`src/rtl/core/cvp_pkg.sv`:
```
package cvp_pkg;

    // parameter defaults
    localparam int MAX_DIM_DEF       = 4096;
    localparam int CORDIC_STAGES_DEF = 16;

    // field and datapath widths
    localparam int COORD_W   = 12;
    localparam int DIM_W     = 13;
    localparam int DIFF_W    = 13;
    localparam int SQ_W      = 24;
    localparam int D2_W      = 26;
    localparam int SQ_PAIRS  = (D2_W + 32) / 2;
    localparam int ROOT_W    = SQ_PAIRS;
    localparam int REM_W     = 33;
    localparam int DIVD_W    = ROOT_W + 4;
    localparam int RAD_W     = 16;
    localparam int PHASE_W   = 18;
    localparam int Q_W       = 16;
    localparam int X_W       = 34;
    localparam int Z_W       = 20;
    localparam int COS_W     = 32;
    localparam int PROD_W    = Q_W + COS_W;
    localparam int ANGLE_TABLE_LEN = 24;
    localparam int CFG_IDX_W = 3;

    localparam logic signed [X_W-1:0]   CORDIC_X0 = 34'sd652032874;
    localparam logic signed [COS_W-1:0] UNIT_Q30  = 32'sd1073741824;

    // configuration register indexes
    typedef enum logic [CFG_IDX_W-1:0] {
        CFG_IMAGE_WIDTH    = 3'd0,
        CFG_IMAGE_HEIGHT   = 3'd1,
        CFG_FALLOFF_RADIUS = 3'd2,
        CFG_PEAK_GAIN      = 3'd3,
        CFG_LEVEL_BIAS     = 3'd4
    } t_cfg_reg;

    // rotation angle per stage, 2^-16 quarter turn units
    function automatic logic signed [Z_W-1:0] atan_step(input int idx);
        logic signed [Z_W-1:0] v;
        begin
            unique case (idx)
                0:  v = 20'sd32768;
                1:  v = 20'sd19344;
                2:  v = 20'sd10221;
                3:  v = 20'sd5188;
                4:  v = 20'sd2604;
                5:  v = 20'sd1303;
                6:  v = 20'sd652;
                7:  v = 20'sd326;
                8:  v = 20'sd163;
                9:  v = 20'sd81;
                10: v = 20'sd41;
                11: v = 20'sd20;
                12: v = 20'sd10;
                13: v = 20'sd5;
                14: v = 20'sd3;
                15: v = 20'sd1;
                16: v = 20'sd1;
                default: v = 20'sd0;
            endcase
            return v;
        end
    endfunction

endpackage

```
`src/rtl/core/cvp_sqrt_cell.sv`:
```
module cvp_sqrt_cell
    import cvp_pkg::*;
#(
    parameter int PAIR = 0
) (
    input  logic              i_clk,
    input  logic              i_rst_n,
    input  logic              i_adv,
    input  logic              i_valid,
    input  logic [D2_W-1:0]   i_d2,
    input  logic [REM_W-1:0]  i_rem,
    input  logic [ROOT_W-1:0] i_root,
    output logic              o_valid,
    output logic [D2_W-1:0]   o_d2,
    output logic [REM_W-1:0]  o_rem,
    output logic [ROOT_W-1:0] o_root
);

    localparam int TOP = D2_W + 32 - 1 - 2 * PAIR;

    logic                    r_valid;
    logic [D2_W-1:0]         r_d2;
    logic [REM_W-1:0]        r_rem;
    logic [ROOT_W-1:0]       r_root;
    logic [D2_W+31:0]        w_rad;
    logic [REM_W-1:0]        w_try;
    logic [REM_W-1:0]        w_trial;
    logic [REM_W-1:0]        n_rem;
    logic [ROOT_W-1:0]       n_root;

    // one radicand digit pair per cell
    assign w_rad   = {i_d2, 32'd0};
    assign w_try   = {i_rem[REM_W-3:0], w_rad[TOP -: 2]};
    assign w_trial = {{(REM_W-ROOT_W-2){1'b0}}, i_root, 2'b01};

    always_comb begin
        if (w_try >= w_trial) begin
            n_rem  = w_try - w_trial;
            n_root = {i_root[ROOT_W-2:0], 1'b1};
        end else begin
            n_rem  = w_try;
            n_root = {i_root[ROOT_W-2:0], 1'b0};
        end
    end

    // control
    always_ff @(posedge i_clk) begin
        if (!i_rst_n) begin
            r_valid <= 1'b0;
        end else if (i_adv) begin
            r_valid <= i_valid;
        end
    end

    // payload
    always_ff @(posedge i_clk) begin
        if (i_adv) begin
            r_d2   <= i_d2;
            r_rem  <= n_rem;
            r_root <= n_root;
        end
    end

    assign o_valid = r_valid;
    assign o_d2    = r_d2;
    assign o_rem   = r_rem;
    assign o_root  = r_root;

endmodule

```
`config.mk`:
```
export PLATFORM = sky130hd
export DESIGN_NAME = cvp_sqrt_cell
export DESIGN_NICKNAME = d
export VERILOG_FILES = /design/src/rtl/core/cvp_pkg.sv /design/src/rtl/core/cvp_sqrt_cell.sv
export SDC_FILE = /design/constraint.sdc
export NUM_CORES = 1
export LEC_CHECK = 0
export ABC_AREA = 0
export BUFFER_PORTS_ARGS = -buffer_cell sky130_fd_sc_hd__buf_2
export CAP_MARGIN = 20
export CELL_PAD_IN_SITES_DETAIL_PLACEMENT = 0
export CELL_PAD_IN_SITES_GLOBAL_PLACEMENT = 1
export CORE_UTILIZATION = 38
export CTS_CLUSTER_SIZE = 25
export DETAILED_ROUTE_END_ITERATION = 7
export GPL_ROUTABILITY_DRIVEN = 0
export MAX_ROUTING_LAYER = met4
export PLACE_DENSITY = 0.83
export REMOVE_ABC_BUFFERS = 1
export SLEW_MARGIN = 0
export SYNTH_ARGS = -nofsm -noshare
export SYNTH_HDL_FRONTEND = slang
export SYNTH_SLANG_ARGS = --single-unit
```
`constraint.sdc`:
```
create_clock -name i_clk -period 3.45 [get_ports i_clk]
set_input_delay 0.5175 -clock i_clk [delete_from_list [all_inputs] [get_ports i_clk]]
set_output_delay 0.5175 -clock i_clk [all_outputs]
set_load 0.05 [all_outputs]
```
==> metrics <==
status completed; CTS Buf Count 9; Worst path slowest cell o41ai_2; fmax between 0.3 and 0.4 GHz; Hold WS about 340 ps; vias in the first global route ~3600; routed vias/inst 4.87; row cnt 41; Worst VDD drop 0.241 mV; Post-DP Area slightly above 6000 um2; starting DRC count in detailed routing a little over 200; Non-Filler Instances 799; nets between 700 and 800; initial antenna violation count 0; Post-Syn Area approximately 4900 um2; min-delay src i_d2[0]; # diodes 0; type of the worst setup path in -> reg; Initial Util roughly 40%; worst path bufs/invs 2; origin of the worst setup path i_root[3]; most frequent cell after synthesis edfxtp_1; Ys Warns 0; Total Power between 3 and 4 mW; Synth top area share between 50 and 60%; share of layout cells above drive strength 1 ~35%; worst r2r src o_valid; Cell Pwr Density 549 nW/um2; Critical Path Most Common Cell a21oi_2; per-cell routed wire length approximately 14 um; final wirelength between 10 and 15 mm; pre-CTS setup slack between 90 and 100 ps; register area share after synthesis between 50% and 60%; GRT Overall Usage around 17%; Slew Limit Fails 0; post-route ant nets 0; worst stage delay on the critical path about 540 ps; Worst-path clk slew ~70 ps; DR pass1 iterations 4; CTS tree built; pin count of the biggest net entering global routing 46; post-DP HPWL between 8 and 9 mm; number of synthesized flops with an enable pin 88; worst-skew pair later-pin latency around 350 ps; Layout area overhead 30.2%; Die Wd around 120 um; Yosys reg bits 89; full die area 13400 um2; Post-Synthesis Cells roughly 440; root buffer cell clkbuf_16; routed via count about 4000; WP data required approximately 3600 ps; dominant cell type by area after synthesis edfxtp_1; H-Tree Depth 3; Slew headroom between 60 and 70%; Leak Pwr 2.86 nW; top post-synthesis cells by count edfxtp_1 (88), a21oi_1 (46), inv_1 (41); Setup-failing EPs final 0; CP arrival ~3100 ps; cell area after layout between 6000 and 7000 um2; Async SR Flop Fraction 0%; Worst Setup End Kind register; main area contributors after synthesis edfxtp_1 (54%), ha_1 (7.9%), a21oi_1 (4.7%); largest fanout on the critical path 6; max-cap viol count 0; first-pass GRT wire length between 15 and 20 mm; Post-CTS Hold Fix Bufs 0; core region area 12600 um2; post-route minimum period 2980 ps; clock buffer depth 2; Hold WC Path Type in -> reg; Buffers on Ports around 180; number of I/O pins roughly 180; Die Y 116 um; delay-heaviest family, CP compound AO/OA/AOI/OAI gates; Primary FF master, synth edfxtp_1; Hold Fails Final Rpt 0; # clock sinks 89; RSZ-0062 raised after global routing no; Cell Count Post-Placement roughly 800; Avg Cell Area, Syn between 10 and 15 um2; # DRC 0; Tcrit/Tclk final ~86%; Startpoint Class input pin; Post-CTS Setup Repair Bufs 0; Slew @ Worst Pin around 600 ps; final setup margin roughly 470 ps; crit path cell chain buf_2 > inv_1 > ha_1 > o211ai_1 > a21o_1 > a21oi_2 > a211oi_2 > o41ai_2 > a21oi_2 > o21bai_4 > a41oi_2 > mux2_4; number of library cell types mapped by synthesis 53; grt ovf 0; clock skew 0 ps; post-CTS sizing 0
==> registers in the layout, indices dropped and copies added, names as in the netlist <==
name,count
o_d2,26
o_rem,33
o_root,29
o_valid,1
==> logic make-up after synthesis <==
group	Yosys count	synth area share, %
flops	89	54.2
mux	13	2.98
compound gates	117	15.4
buf+inv	55	4.58
fa+ha+maj	31	7.89
simple gates	102	9.96
xor+xnor	28	4.99
==> worst reg2reg max path: cells and delay by family, from the launching register on <==
| kind | cells | cell delay, ps |
|---|---|---|
| DFF | 1 | 310 |
| muxes | 1 | 130 |
| and+or+nand+nor | 1 | 60 |
==> where the power goes <==
group          switching (mW)  total, mW  internal (mW)
clock network           0.412       1.04          0.633
logic                   0.771       1.10          0.329
registers              0.0261       1.37           1.34
total                    1.21       3.51           2.30
==> layout by cell type, fill, tap and decap left out, types with 9 or more instances in the layout <==
cell and n:
clkbuf_16 9, nand2_1 20, edfxtp_1 88, xor2_1 11, buf_2 177, ha_1 31
a21o_1 14, a21oi_1 45, o21ai_0 14, buf_4 11, xnor2_1 17, inv_1 41
nor2_1 38
==> worst paths after layout <==
path	end	slack (ps)	depth (start not counted)
setup / recovery	o_rem[32]	470	12
hold / removal	o_d2[0]	340	1
setup reg to reg	o_valid	2860	2
hold reg to reg	o_valid	520	2
==> per-layer routing <==
layer	GRT usage [%]	up-vias	part of all wire (%)
li1	-	1979	-
met1	20.9	1753	46
met2	27.9	144	46
met3	3.35	12	6.2
met4	7.52	0	1.7
met5	-	-	0
==> final cells by class <==
cell class,count,area (um2)
Tap cell,172,215
Inverter,41,154
Sequential cell,89,2660
Timing Repair Buffer,190,1010
Multi-Input combinational cell,291,2040
Fill cell,1188,6220
Clock buffer,9,225
Clock inverter,7,92.6
==> metrics by stage <==
step | utilization (%) | setup TNS, ps
finish | 50.7 | 0
global route | 50.7 | 0
CTS | 50.7 | 0
detailed placement | 48.2 | 0
global placement | 48.2 | 0
floorplan | - | -35900
Power figures use the tool's default switching activity.
