### src/rtl/core/cvp_pkg.sv
package cvp_pkg;

    // parameter defaults
    localparam int MAX_DIM_DEF       = 4096;
    localparam int CORDIC_STAGES_DEF = 16;

    // field and datapath widths
    localparam int COORD_W   = 12;
    localparam int DIM_W     = 13;
    localparam int DIFF_W    = 13;
    localparam int SQ_W      = 24;
    localparam int D2_W      = 26;
    localparam int SQ_PAIRS  = (D2_W + 32) / 2;
    localparam int ROOT_W    = SQ_PAIRS;
    localparam int REM_W     = 33;
    localparam int DIVD_W    = ROOT_W + 4;
    localparam int RAD_W     = 16;
    localparam int PHASE_W   = 18;
    localparam int Q_W       = 16;
    localparam int X_W       = 34;
    localparam int Z_W       = 20;
    localparam int COS_W     = 32;
    localparam int PROD_W    = Q_W + COS_W;
    localparam int ANGLE_TABLE_LEN = 24;
    localparam int CFG_IDX_W = 3;

    localparam logic signed [X_W-1:0]   CORDIC_X0 = 34'sd652032874;
    localparam logic signed [COS_W-1:0] UNIT_Q30  = 32'sd1073741824;

    // configuration register indexes
    typedef enum logic [CFG_IDX_W-1:0] {
        CFG_IMAGE_WIDTH    = 3'd0,
        CFG_IMAGE_HEIGHT   = 3'd1,
        CFG_FALLOFF_RADIUS = 3'd2,
        CFG_PEAK_GAIN      = 3'd3,
        CFG_LEVEL_BIAS     = 3'd4
    } t_cfg_reg;

    // rotation angle per stage, 2^-16 quarter turn units
    function automatic logic signed [Z_W-1:0] atan_step(input int idx);
        logic signed [Z_W-1:0] v;
        begin
            unique case (idx)
                0:  v = 20'sd32768;
                1:  v = 20'sd19344;
                2:  v = 20'sd10221;
                3:  v = 20'sd5188;
                4:  v = 20'sd2604;
                5:  v = 20'sd1303;
                6:  v = 20'sd652;
                7:  v = 20'sd326;
                8:  v = 20'sd163;
                9:  v = 20'sd81;
                10: v = 20'sd41;
                11: v = 20'sd20;
                12: v = 20'sd10;
                13: v = 20'sd5;
                14: v = 20'sd3;
                15: v = 20'sd1;
                16: v = 20'sd1;
                default: v = 20'sd0;
            endcase
            return v;
        end
    endfunction

endpackage

### src/rtl/core/cvp_div_cell.sv
module cvp_div_cell
    import cvp_pkg::*;
#(
    parameter int BIT = 0
) (
    input  logic               i_clk,
    input  logic               i_rst_n,
    input  logic               i_adv,
    input  logic               i_valid,
    input  logic [RAD_W-1:0]   i_rad,
    input  logic [ROOT_W-1:0]  i_root,
    input  logic [RAD_W-1:0]   i_rem,
    input  logic [PHASE_W-1:0] i_quo,
    output logic               o_valid,
    output logic [ROOT_W-1:0]  o_root,
    output logic [RAD_W-1:0]   o_rem,
    output logic [PHASE_W-1:0] o_quo
);

    logic                r_valid;
    logic [ROOT_W-1:0]   r_root;
    logic [RAD_W-1:0]    r_rem;
    logic [PHASE_W-1:0]  r_quo;
    logic [DIVD_W-1:0]   w_dvd;
    logic [RAD_W:0]      w_try;
    logic [RAD_W:0]      w_diff;
    logic [RAD_W-1:0]    n_rem;
    logic [PHASE_W-1:0]  n_quo;

    // one quotient bit per cell, old high bits fall off (phase wrap)
    assign w_dvd  = {i_root, 4'd0};
    assign w_try  = {i_rem, w_dvd[DIVD_W-1-BIT]};
    assign w_diff = w_try - {1'b0, i_rad};

    always_comb begin
        if (w_try >= {1'b0, i_rad}) begin
            n_rem = w_diff[RAD_W-1:0];
            n_quo = {i_quo[PHASE_W-2:0], 1'b1};
        end else begin
            n_rem = w_try[RAD_W-1:0];
            n_quo = {i_quo[PHASE_W-2:0], 1'b0};
        end
    end

    // control
    always_ff @(posedge i_clk) begin
        if (!i_rst_n) begin
            r_valid <= 1'b0;
        end else if (i_adv) begin
            r_valid <= i_valid;
        end
    end

    // payload
    always_ff @(posedge i_clk) begin
        if (i_adv) begin
            r_root <= i_root;
            r_rem  <= n_rem;
            r_quo  <= n_quo;
        end
    end

    assign o_valid = r_valid;
    assign o_root  = r_root;
    assign o_rem   = r_rem;
    assign o_quo   = r_quo;

endmodule

### config.mk
export PLATFORM = sky130hd
export DESIGN_NAME = cvp_div_cell
export DESIGN_NICKNAME = d
export VERILOG_FILES = /design/src/rtl/core/cvp_pkg.sv /design/src/rtl/core/cvp_div_cell.sv
export SDC_FILE = /design/constraint.sdc
export NUM_CORES = 1
export LEC_CHECK = 0
export BUFFER_PORTS_ARGS = -buffer_cell sky130_fd_sc_hd__buf_2
export CORE_ASPECT_RATIO = 1.4
export CORE_MARGIN = 2
export CORE_UTILIZATION = 52
export CTS_BUF_LIST = sky130_fd_sc_hd__clkbuf_8
export DETAILED_ROUTE_END_ITERATION = 7
export GPL_ROUTABILITY_DRIVEN = 0
export PLACE_DENSITY = 0.95
export SLEW_MARGIN = 15
export SYNTH_ARGS = -nofsm -noshare
export SYNTH_HDL_FRONTEND = slang
export SYNTH_SLANG_ARGS = --single-unit
### constraint.sdc
create_clock -name i_clk -period 4.5 [get_ports i_clk]
set_clock_uncertainty 0.1 [all_clocks]
set_input_delay 0.675 -clock i_clk [delete_from_list [all_inputs] [get_ports i_clk]]
set_output_delay 0.675 -clock i_clk [all_outputs]
set_load 0.02 [all_outputs]
==> impl_metrics.env <==
export IMPL_antenna_found_initial=0
export IMPL_criticalPathCategory="in -> reg"
export IMPL_ios=147
export IMPL_dp_slack_ps=1260
export IMPL_power_density_nw_per_um2=389
export IMPL_reg2reg_from="o_valid"
export IMPL_grt_use_met3_pct=11.8
export IMPL_drt_total_wl_um=9020
export IMPL_fp_coreArea_um2=5820
export IMPL_arrival_ps=2930
export IMPL_reg2reg_depth=2
export IMPL_multi_input_area_um2=1070
export IMPL_route_vias_total=2585
export IMPL_track_usage_pct=27.2
export IMPL_r2r_end="o_valid"
export IMPL_cp_startpoint="i_rad[8]"
export IMPL_grt_pass1_vias=2527
export IMPL_start_util_pct=53.6
export IMPL_clock_sinks=64
export IMPL_use_met2_pct=48.2
export IMPL_seq_area_um2=1910
export IMPL_clock_latency_ps=350
export IMPL_cts_path_max_buffers=2
export IMPL_synth_edff_count=63
export IMPL_ant_nets=0
export IMPL_drv_cap=0
export IMPL_clk_pin_slew_ps=80
export IMPL_dr_first_iter_drc_count=248
export IMPL_drc=0
export IMPL_met1_usage_pct=28.3
export IMPL_fin_cells=445
export IMPL_wire_per_inst_um=20.3
export IMPL_grt_pass1_wl_um=13200
export IMPL_max_freq_mhz=342
export IMPL_min_delay_start="i_quo[10]"
export IMPL_start_kind="input pin"
export IMPL_yosys_warnings=0
export IMPL_cts_tree="yes"
export IMPL_netlist_area_um2=3120
export IMPL_postSynth_asyncResetShare_pct=0
export IMPL_slew_headroom_pct=33.2
export IMPL_post_route_min_period_ps=2930
export IMPL_path_max_fanout=11
export IMPL_slew_viol_final=0
export IMPL_grt_max_degree=46
export IMPL_io_buffers=145
export IMPL_die_area_um2=6640
export IMPL_rows=33
export IMPL_rsz0062_at_grt="false"
export IMPL_p_leak_nw=1.91
export IMPL_synth_cells=219
export IMPL_cp_required_ps=4500
export IMPL_htree_levels=3
export IMPL_dp_hpwl_um=6450
export IMPL_drive_above_1_share_pct=46.4
export IMPL_dr_pass1_iters=6
export IMPL_viasPerCell=5.81
export IMPL_synth_main_ff_cell="edfxtp_1"
export IMPL_fin_ws_ps=1570
export IMPL_setup_viol=0
export IMPL_nets=471
export IMPL_numCtsBuffers=9
export IMPL_layout_common_cells="buf_2, edfxtp_1, inv_1"
export IMPL_path_cells="buf_2, inv_1, ha_1, a21oi_2, o21ai_1, a221o_1, a21boi_4, and2_4, inv_4, mux2_4"
export IMPL_ys_types=47
export IMPL_syn_to_final_growth_pct=30.0
export IMPL_hold_viol_final=0
export IMPL_cts_resized=0
export IMPL_fillers=389
export IMPL_min_to="o_quo[11]"
export IMPL_yosysSeqAreaShare_pct=61.3
export IMPL_busiest_layer="met2"
export IMPL_worst_pin_slew_ps=1000
export IMPL_hold_path_class="in -> reg"
export IMPL_diodes=0
export IMPL_min_period_over_period_pct=65.0
export IMPL_reg2reg_setup_slack_ps=3760
export IMPL_ys_seq_elements=64
export IMPL_dpl_cell_count=430
export IMPL_status="completed"
export IMPL_avgSynthCellArea_um2=14.2
export IMPL_cts_root_buffer="clkbuf_8"
export IMPL_post_cts_repair_setup_buffers=0
export IMPL_ir_drop_v=0.000155
export IMPL_tns_ps=0
export IMPL_final_common_cell="buf_2"
export IMPL_synth_fp_nets=319
export IMPL_crit_path_end_kind="register"
export IMPL_fp_dieH_um=95.6
export IMPL_ctsHoldBuffers=0
export IMPL_die_x_um=69.5
export IMPL_worst_hold_path_num_cells=1
export IMPL_slowest_stage="a221o_1"
export IMPL_overflow=0
export IMPL_cp_slowest_stage_delay_ps=430
final cells by class:
type / count / area share [%]
Sequential cell: 64 / 47.1
Clock buffer: 9 / 3.05
Multi-Input combinational cell: 130 / 26.3
Clock inverter: 6 / 1.33
Timing Repair Buffer: 146 / 18.1
Tap cell: 70 / 2.16
Inverter: 20 / 1.91
routing by layer:
| metal | routed length (um) | vias to the layer above | part of all wire (%) |
|---|---|---|---|
| li1 | - | 1132 | - |
| met1 | 3000 | 1201 | 33 |
| met2 | 4580 | 217 | 51 |
| met3 | 1100 | 35 | 12 |
| met4 | 335 | 0 | 3.7 |
| met5 | 0 | - | 0 |
stage by stage:
stage	area (um2)	hold WS (ps)	power, mW	util [%]
2_1_floorplan	3120	489	0.980	-
3_3_place_gp	3880	393	1.09	66.6
3_5_place_dp	3880	451	1.11	66.6
4_1_cts	4060	378	1.58	69.7
5_1_grt	4060	380	1.63	69.7
6_report	4060	397	1.58	69.7
where the power goes:
group	leakage [nW]	switching, mW	internal, mW
sequential	0.625	0.0170	0.725
clock	0.0951	0.223	0.246
combinational	1.19	0.221	0.145
worst max path at each step:
stage | end | slack, ps | cells after the start
after CTS | o_rem[2] | 1620 | 10
after global routing | o_rem[2] | 1520 | 10
after global placement | o_rem[2] | 1340 | 10
after detailed placement | o_rem[6] | 1260 | 10
after floorplan | o_rem[10] | 1490 | 12
final | o_rem[2] | 1570 | 10
cell families (layout without fill, tap and decap cells):
family / count (synthesis) / in the layout / share of synthesized area (%)
AOI/OAI and AO/OA: 52 / 52 / 13.0
DFF: 64 / 64 / 61.3
muxes: 11 / 11 / 4.85
buffers and inverters: 25 / 181 / 4.45
and+or+nand+nor: 41 / 41 / 6.86
xor gates and xnor gates: 9 / 9 / 2.53
adders and majority gates: 17 / 17 / 7.06
cells in the mapped netlist, drive strengths merged (2+ instances only):
cell / instances / area (um2)
mux2: 9 / 131
and3: 2 / 12.5
nand3: 7 / 35.0
a21o: 5 / 37.5
buf: 4 / 57.6
nand2: 5 / 18.8
a31oi: 2 / 12.5
o21a: 6 / 45.0
inv: 20 / 77.6
nor2: 12 / 45.0
nor3: 3 / 15.0
edfxtp: 63 / 1890
o211a: 2 / 20.0
o31ai: 5 / 37.5
mux2i: 2 / 20.0
xnor2: 5 / 43.8
nor2b: 2 / 12.5
and3b: 2 / 17.5
ha: 16 / 200
nand2b: 2 / 12.5
nand4: 2 / 12.5
a211oi: 3 / 22.5
o211ai: 2 / 15.0
and2: 3 / 23.8
a21oi: 4 / 23.8
a211o: 3 / 26.3
o21ai: 10 / 50.0
a21boi: 4 / 41.3
xor2: 4 / 35.0
worst max-delay path: cells and delay by family:
kind / cells / cell delay [ps]
AO/OA/AOI/OAI: 4 / 1050
adder cells (fa/ha/maj): 1 / 370
buffers and inverters: 3 / 250
multiplexers: 1 / 320
AND/OR/NAND/NOR: 1 / 250
registers in the layout (all words and copies together) (netlist names):
register  cells
o_quo        18
o_rem        16
o_root       29
o_valid       1
No activity file was read; power rests on OpenSTA's default activity.
