<file path="config.mk">
export PLATFORM = sky130hd
export DESIGN_NAME = cvp_cordic_cell
export DESIGN_NICKNAME = d
export VERILOG_FILES = /design/src/rtl/core/cvp_pkg.sv /design/src/rtl/core/cvp_cordic_cell.sv
export SDC_FILE = /design/constraint.sdc
export NUM_CORES = 1
export LEC_CHECK = 0
export BUFFER_PORTS_ARGS = -buffer_cell sky130_fd_sc_hd__clkbuf_2
export CORE_ASPECT_RATIO = 0.5
export CORE_MARGIN = 4
export CORE_UTILIZATION = 60
export DETAILED_ROUTE_END_ITERATION = 7
export MAX_ROUTING_LAYER = met4
export PLACE_DENSITY = 0.87
export SYNTH_ARGS = -nofsm -noshare
export SYNTH_HDL_FRONTEND = slang
export SYNTH_SLANG_ARGS = --single-unit
</file>
<file path="constraint.sdc">
create_clock -name i_clk -period 5.7 [get_ports i_clk]
set_clock_uncertainty 0.15 [all_clocks]
set_input_delay 0.855 -clock i_clk [delete_from_list [all_inputs] [get_ports i_clk]]
set_output_delay 0.855 -clock i_clk [all_outputs]
set_load 0.01 [all_outputs]
</file>
<file path="src/rtl/core/cvp_pkg.sv">
package cvp_pkg;

    // parameter defaults
    localparam int MAX_DIM_DEF       = 4096;
    localparam int CORDIC_STAGES_DEF = 16;

    // field and datapath widths
    localparam int COORD_W   = 12;
    localparam int DIM_W     = 13;
    localparam int DIFF_W    = 13;
    localparam int SQ_W      = 24;
    localparam int D2_W      = 26;
    localparam int SQ_PAIRS  = (D2_W + 32) / 2;
    localparam int ROOT_W    = SQ_PAIRS;
    localparam int REM_W     = 33;
    localparam int DIVD_W    = ROOT_W + 4;
    localparam int RAD_W     = 16;
    localparam int PHASE_W   = 18;
    localparam int Q_W       = 16;
    localparam int X_W       = 34;
    localparam int Z_W       = 20;
    localparam int COS_W     = 32;
    localparam int PROD_W    = Q_W + COS_W;
    localparam int ANGLE_TABLE_LEN = 24;
    localparam int CFG_IDX_W = 3;

    localparam logic signed [X_W-1:0]   CORDIC_X0 = 34'sd652032874;
    localparam logic signed [COS_W-1:0] UNIT_Q30  = 32'sd1073741824;

    // configuration register indexes
    typedef enum logic [CFG_IDX_W-1:0] {
        CFG_IMAGE_WIDTH    = 3'd0,
        CFG_IMAGE_HEIGHT   = 3'd1,
        CFG_FALLOFF_RADIUS = 3'd2,
        CFG_PEAK_GAIN      = 3'd3,
        CFG_LEVEL_BIAS     = 3'd4
    } t_cfg_reg;

    // rotation angle per stage, 2^-16 quarter turn units
    function automatic logic signed [Z_W-1:0] atan_step(input int idx);
        logic signed [Z_W-1:0] v;
        begin
            unique case (idx)
                0:  v = 20'sd32768;
                1:  v = 20'sd19344;
                2:  v = 20'sd10221;
                3:  v = 20'sd5188;
                4:  v = 20'sd2604;
                5:  v = 20'sd1303;
                6:  v = 20'sd652;
                7:  v = 20'sd326;
                8:  v = 20'sd163;
                9:  v = 20'sd81;
                10: v = 20'sd41;
                11: v = 20'sd20;
                12: v = 20'sd10;
                13: v = 20'sd5;
                14: v = 20'sd3;
                15: v = 20'sd1;
                16: v = 20'sd1;
                default: v = 20'sd0;
            endcase
            return v;
        end
    endfunction

endpackage

</file>
<file path="src/rtl/core/cvp_cordic_cell.sv">
module cvp_cordic_cell
    import cvp_pkg::*;
#(
    parameter int IDX = 0
) (
    input  logic                  i_clk,
    input  logic                  i_rst_n,
    input  logic                  i_adv,
    input  logic                  i_valid,
    input  logic [1:0]            i_quad,
    input  logic signed [X_W-1:0] i_x,
    input  logic signed [X_W-1:0] i_y,
    input  logic signed [Z_W-1:0] i_z,
    output logic                  o_valid,
    output logic [1:0]            o_quad,
    output logic signed [X_W-1:0] o_x,
    output logic signed [X_W-1:0] o_y,
    output logic signed [Z_W-1:0] o_z
);

    localparam logic signed [Z_W-1:0] STEP = atan_step(IDX);

    logic                  r_valid;
    logic [1:0]            r_quad;
    logic signed [X_W-1:0] r_x;
    logic signed [X_W-1:0] r_y;
    logic signed [Z_W-1:0] r_z;
    logic signed [X_W-1:0] w_xs;
    logic signed [X_W-1:0] w_ys;
    logic signed [X_W-1:0] n_x;
    logic signed [X_W-1:0] n_y;
    logic signed [Z_W-1:0] n_z;

    // one rotation, direction from the residual angle sign
    assign w_xs = i_x >>> IDX;
    assign w_ys = i_y >>> IDX;

    always_comb begin
        if (!i_z[Z_W-1]) begin
            n_x = i_x - w_ys;
            n_y = i_y + w_xs;
            n_z = i_z - STEP;
        end else begin
            n_x = i_x + w_ys;
            n_y = i_y - w_xs;
            n_z = i_z + STEP;
        end
    end

    // control
    always_ff @(posedge i_clk) begin
        if (!i_rst_n) begin
            r_valid <= 1'b0;
        end else if (i_adv) begin
            r_valid <= i_valid;
        end
    end

    // payload
    always_ff @(posedge i_clk) begin
        if (i_adv) begin
            r_quad <= i_quad;
            r_x    <= n_x;
            r_y    <= n_y;
            r_z    <= n_z;
        end
    end

    assign o_valid = r_valid;
    assign o_quad  = r_quad;
    assign o_x     = r_x;
    assign o_y     = r_y;
    assign o_z     = r_z;

endmodule

</file>
==> qor.csv, run 1 <==
metric;value;unit
syn-cell-area;0.008413;sq mm
antenna_found_initial;0;
worstHoldStart;o_valid$_SDFFE_PN0P_;
detailed_place_hpwl;20.54;mm
critPathLaunchType;input port;
synth_edf_count;89;
htreeDepth;3;
core;0.01363;sq mm
hp-class;flip-flop to flip-flop;
die_w;175.5;um
vias;7992;
wl;26.67;mm
yosysUniqueCellTypes;72;
nets;1300;
crit_slowest_cell;ha_1;
holdWs;421.6;ps
tritoncts;built;
ys.flop_type;edfxtp_1;
detail-route-antenna-nets;0;
r2r-end;o_valid$_SDFFE_PN0P_;
reg2reg_depth;2;
wl_per_cell;20.57;um
crit_fanout;17;
fmax;0.2293;GHz
power_density;257.5;mW/mm^2
hold_viol;0;
rows;30;
synth-async-reset-ratio;0;%
regArea;0.002693;sq mm
diodes;0;
layout_commonest_cell;clkbuf_2;
grt_usage;33.45;%
critical-path-top-delay-family;compound AO/OA/AOI/OAI gates;
end_kind;flip-flop;
grt_start_max_net_pins;91;
ys_warn_count;0;
portBuffers;184;
reg2reg_slack;4910;ps
yosysSeqAreaShare;32.00;%
drv_slew;0;
whs_path_depth;2;
cap_violations;0;
cp.arrival;4310;ps
holdPathEnd;o_valid$_SDFFE_PN0P_;
syn_inst;945;
post-route-period-util;76.52;%
nFillCells;1080;
grt-ovfl-total;0;
numCtsBuffers;9;
cts_buffer_depth;2;
synth_seq_cells;90;
cp_cell_sequence;clkbuf_2, inv_1, ha_1, or3_1, or3_4, a21oi_2, o21ai_1, a211oi_2, o21ai_2, o41ai_4, a311oi_1, xnor2_1;
clock-sinks;90;
path_buf_inv;2;
drtIter0Drc;964;
max-slew-margin-rel;17.07;%
reg2reg_from;o_valid$_SDFFE_PN0P_;
rsz0062_at_grt;no;
cts.repair.resized;0;
drcViolationCount;0;
dr.pass1.iters;6;
setup_violations;0;
syn_avg_cell_area;8.903;sq um
worst_slew_pin_slew;1244;ps
root_buffer;clkbuf_16;
grt_pass1_wl;42.26;mm
ios;185;
outcome;finished clean;
start_util;61.74;%
gp_congestion;0.9591;
clk_pin_slew;80;ps
clock_latency;350;ps
viasPerCell;6.167;
ir_drop;142.7;uV
final.min_clock_period;4362;ps
grt_pass1_vias;7874;
tns;0;ps
dieArea;0.01609;sq mm
critPathKind;input port to flip-flop;
die_h;91.73;um
final_cell_mix;clkbuf_2 (183), a21oi_1 (125), ha_1 (103);
multiInputGateArea;0.005137;sq mm
postCtsHoldBufs;0;
cp_data_required_time;5650;ps
leakagePower;4.478;nW
syn_nets;1146;
slowest_delay;500;ps
cts_post_setup_buffers_inserted;0;
final_layout_size_suffix_gt1_share;20.47;%
syn_to_final_growth;16.09;%
[logic make-up (layout without fill, tap and decap cells)]
group / Yosys count / after routing / share of synthesized area (%)
xor+xnor: 67 / 67 / 6.975
simple gates: 192 / 192 / 10.80
mux: 17 / 17 / 2.023
compound gates: 323 / 323 / 25.00
fa+ha+maj: 107 / 107 / 16.27
buf+inv: 149 / 308 / 6.931
flops: 90 / 90 / 32.00
[synthesized netlist by cell type (all sizes together) (15+ instances only)]
master,instances,share of area [%]
a21oi,126,7.5
ha,103,15
inv,102,4.6
edfxtp,89,32
nor2,68,3.0
xnor2,59,6.1
o21ai,54,3.3
nand2,44,2.0
clkbuf,32,1.4
o21bai,24,2.1
a21o,19,1.7
mux2i,17,2.0
a211oi,15,1.4
nand3,15,0.95
[worst max path at each step]
stage | startpoint | end | slack (ps) | cells after the start
after floorplan | i_x[8] | o_x[30]$_DFFE_PP_ | 1990 | 12
after CTS | i_x[7] | o_x[33]$_DFFE_PP_ | 1480 | 12
after global placement | i_x[7] | o_x[33]$_DFFE_PP_ | 1200 | 12
after detailed placement | i_x[7] | o_x[33]$_DFFE_PP_ | 1130 | 12
after global routing | i_x[7] | o_y[32]$_DFFE_PP_ | 1230 | 12
final | i_x[7] | o_y[33]$_DFFE_PP_ | 1340 | 12
[state kept, by name, summed over array words and instances (netlist names)]
name and cells:
o_z 20, o_quad 2, o_valid 1, o_y 33
o_x 34
[tightest hold or removal path: cells and delay by family, from the launching register on]
| family | cells | cell delay (ps) |
|---|---|---|
| flops | 1 | 320 |
| mux | 1 | 140 |
| simple gates | 1 | 70 |
[per-stage QoR]
stage               setup slack [ps]  util (%)  power, W  instances  cell area, sq um
floorplan                       1992         -  0.001454        945              8413
global placement                1196     69.09  0.001752       1280              9414
detailed placement              1127     69.09  0.001775       1280              9414
CTS                             1478     71.68  0.002505       1296              9767
global route                    1225     71.68  0.002633       1296              9767
finish                          1338     71.68  0.002515       1296              9767
[cell type report]
cell class                      instances  share of cell area [%]
Multi-Input combinational cell        706                   52.60
Sequential cell                        90                   27.57
Timing Repair Buffer                  188                   9.762
Inverter                              104                   3.997
Clock buffer                           11                   2.485
Tap cell                              192                   2.460
Clock inverter                          5                   1.127
[per-layer routing]
layer  vias to the layer above  global-route usage (%)  routed length [um]
met4                         0                   7.458                 546
met2                       479                   51.40               11870
met1                      3759                   46.81               11720
li1                       3694                       -                   -
met5                         -                       -                   0
met3                        60                   5.890                2526
[report_power, final]
part           internal, W  switching (W)
Sequential        0.000862      0.0000333
Clock             0.000447       0.000284
Combinational     0.000336       0.000553
(Power assumes the default switching activity.)
==> run 2, diff against run 1 <==
--- a/config.mk
+++ b/config.mk
@@ -5,13 +5,14 @@
 export SDC_FILE = /design/constraint.sdc
 export NUM_CORES = 1
 export LEC_CHECK = 0
+export ABC_AREA = 1
 export BUFFER_PORTS_ARGS = -buffer_cell sky130_fd_sc_hd__clkbuf_2
 export CORE_ASPECT_RATIO = 0.5
 export CORE_MARGIN = 4
-export CORE_UTILIZATION = 60
+export CORE_UTILIZATION = 53
 export DETAILED_ROUTE_END_ITERATION = 7
 export MAX_ROUTING_LAYER = met4
-export PLACE_DENSITY = 0.87
+export PLACE_DENSITY = 0.79
 export SYNTH_ARGS = -nofsm -noshare
 export SYNTH_HDL_FRONTEND = slang
 export SYNTH_SLANG_ARGS = --single-unit
==> constraint.sdc (replaced) <==
create_clock -name i_clk -period 3.9 [get_ports i_clk]
set_clock_uncertainty 0.15 [all_clocks]
set_input_delay 0.585 -clock i_clk [delete_from_list [all_inputs] [get_ports i_clk]]
set_output_delay 0.585 -clock i_clk [all_outputs]
set_load 0.01 [all_outputs]
==> qor.csv, run 2 <==
metric;value;unit
vias;11080;
wl_per_cell;19.10;um
cp-startpoint;i_x[0];
grt_usage;34.25;%
antenna_found_initial;0;
grt-ovfl-total;0;
cap_violations;0;
ys_warn_count;0;
clock-sinks;90;
critPathKind;input port to flip-flop;
synth_compound_gate_area_share;15.04;%
dp_cells;1916;
syn_to_final_growth;12.92;%
setup_violations;0;
dr.pass1.iters;5;
detail-route-antenna-nets;0;
synth.area.top_cells;edfxtp_1 (26%), nand2_1 (15%), ha_1 (13%);
largest_reg_flops;34;
cts_buffer_depth;2;
synth-simple-area-share;31.83;%
tritoncts;built;
ys.flop_type;edfxtp_1;
synth-async-reset-ratio;0;%
syn_inst;1512;
synth_edf_count;89;
yosysUniqueCellTypes;46;
die_h;106.0;um
reg2reg_from;o_valid$_SDFFE_PN0P_;
postCtsHoldBufs;0;
drtIter0Drc;1362;
gp_congestion;1.043;
final.min_clock_period;2936;ps
reg2reg_slack;3070;ps
grt_pass1_vias;10260;
synth_most_common_cell;nand2_1;
r2r-end;o_valid$_SDFFE_PN0P_;
wl;36.90;mm
final_layout_size_suffix_gt1_share;16.50;%
fin_cells;1932;
die_w;204.1;um
worst_slew_pin_slew;1227;ps
detailed_place_hpwl;30.81;mm
power_density;329.4;mW/mm^2
syn_nets;1713;
synth_top_cell_area_share;26.23;%
hold_viol;0;
regArea;0.002693;sq mm
cp-endpoint;o_x[32]$_DFFE_PP_;
synthAdderAreaFrac;13.43;%
rsz0062_at_grt;no;
htreeDepth;3;
reg2reg_depth;2;
numCtsBuffers;9;
crit_fanout;5;
tns;0;ps
grt_start_max_net_pins;92;
clk_pin_slew;70;ps
cts_post_setup_buffers_inserted;0;
post-route-period-util;75.29;%
dpl_worst_slack;661.4;ps
multiInputGateArea;0.006374;sq mm
fin_ws;963.9;ps
synth_top_family_by_area;simple AND/OR/NAND/NOR gates;
nets;1869;
cp.arrival;2880;ps
ios;185;
viasPerCell;5.734;
ir_drop;212.8;uV
drv_slew;0;
synth_seq_cells;90;
synth-xor-area-share;2.149;%
synth_commonest_cells;nand2_1 (401), inv_1 (202), nand3_1 (140), nor2_1 (126), a21oi_1 (122);
cts.repair.resized;0;
holdWs;249.5;ps
clock_latency;360;ps
fmax;0.3406;GHz
diodes;0;
syn_avg_cell_area;6.738;sq um
syn-cell-area;0.01019;sq mm
rows;35;
outcome;finished clean;
yosys.area.top_type;edfxtp_1;
core;0.01861;sq mm
end_kind;flip-flop;
max-slew-margin-rel;18.22;%
root_buffer;clkbuf_16;
final_cell_mix;nand2_1 (401), inv_1 (202), clkbuf_2 (183);
start_util;54.74;%
critPathLaunchType;input port;
grt_pass1_wl;56.52;mm
leakagePower;5.875;nW
synth.area.mux_share;0.09824;%
dieArea;0.02164;sq mm
hp-class;input port to flip-flop;
yosysSeqAreaShare;26.43;%
portBuffers;184;
layout_commonest_cell;nand2_1;
nFillCells;1756;
drcViolationCount;0;
cp_data_required_time;3850;ps
run 2: cell count changes after synthesis, moves of 14 or more:
cell | previous run | this run
nand2_1 | 44 | 401
nand3_1 | 14 | 140
inv_1 | 97 | 202
xnor2_1 | 59 | 0
nor2_1 | 68 | 126
o21ai_0 | 44 | 74
clkbuf_1 | 32 | 7
xor2_1 | 8 | 25
buf_4 | 1 | 17
mux2i_1 | 17 | 1
o21ai_1 | 9 | 25
nor2_2 | 0 | 15
o21bai_1 | 24 | 10
run 2: worst max-delay path: stages:
cell and delay, ps:
clkbuf_2 110, ha_1 300, fa_1 520, inv_1 90, nor2_1 40, nor2_1 340
o21ai_2 180, nand2_1 110, nand2_1 160, nand2_1 130, nand3_1 100, nand3_1 110
nand2_1 110
run 2: cells by family (layout without fill, tap and decap cells):
group,count (synthesis),after routing
buffers and inverters,263,424
flip-flops,90,90
AND/OR/NAND/NOR,748,748
AO/OA/AOI/OAI,278,278
multiplexers,1,1
XOR/XNOR,25,25
adder cells (fa/ha/maj),107,107
run 2: worst min path at each step:
stage,from,end,slack [ps],cells past startpoint
after floorplan,o_valid$_SDFFE_PN0P_,o_valid$_SDFFE_PN0P_,410,2
after global placement,o_valid$_SDFFE_PN0P_,o_valid$_SDFFE_PN0P_,380,2
after detailed placement,o_valid$_SDFFE_PN0P_,o_valid$_SDFFE_PN0P_,380,2
after CTS,i_z[13],o_z[13]$_DFFE_PP_,250,1
after global routing,i_z[12],o_z[12]$_DFFE_PP_,240,1
final,i_z[13],o_z[13]$_DFFE_PP_,250,1
run 2: layout make-up:
cell class	instances	share of cell area (%)
multi-input cells	1159	55.40
clock inverters	6	0.8374
repair buffers	190	8.418
well taps	259	2.817
inverters	218	7.134
clock buffers	10	1.990
flip-flops and latches	90	23.40
run 2: power breakdown:
group	switching [W]	total, W	internal (W)
clock network	0.000417	0.000989	0.000572
logic	0.00106	0.00154	0.000483
registers	0.0000347	0.00126	0.00123
run 2: per-layer routing:
metal	vias up	wire length (um)	share of wire, %	GRT usage [%]
met5	-	0	0	-
met4	0	558	1.5	5.877
met3	54	3966	11	7.345
met2	631	15540	42	51.31
met1	5145	16840	46	48.60
li1	5249	-	-	-
run 2: metrics by stage:
step	area (sq um)	utilization (%)	power, W
after floorplan	10190	-	0.002250
after CTS	11500	61.82	0.003759
after global routing	11500	61.82	0.004006
after detailed placement	11180	60.07	0.002777
final	11500	61.82	0.003789
after global placement	11180	60.07	0.002741
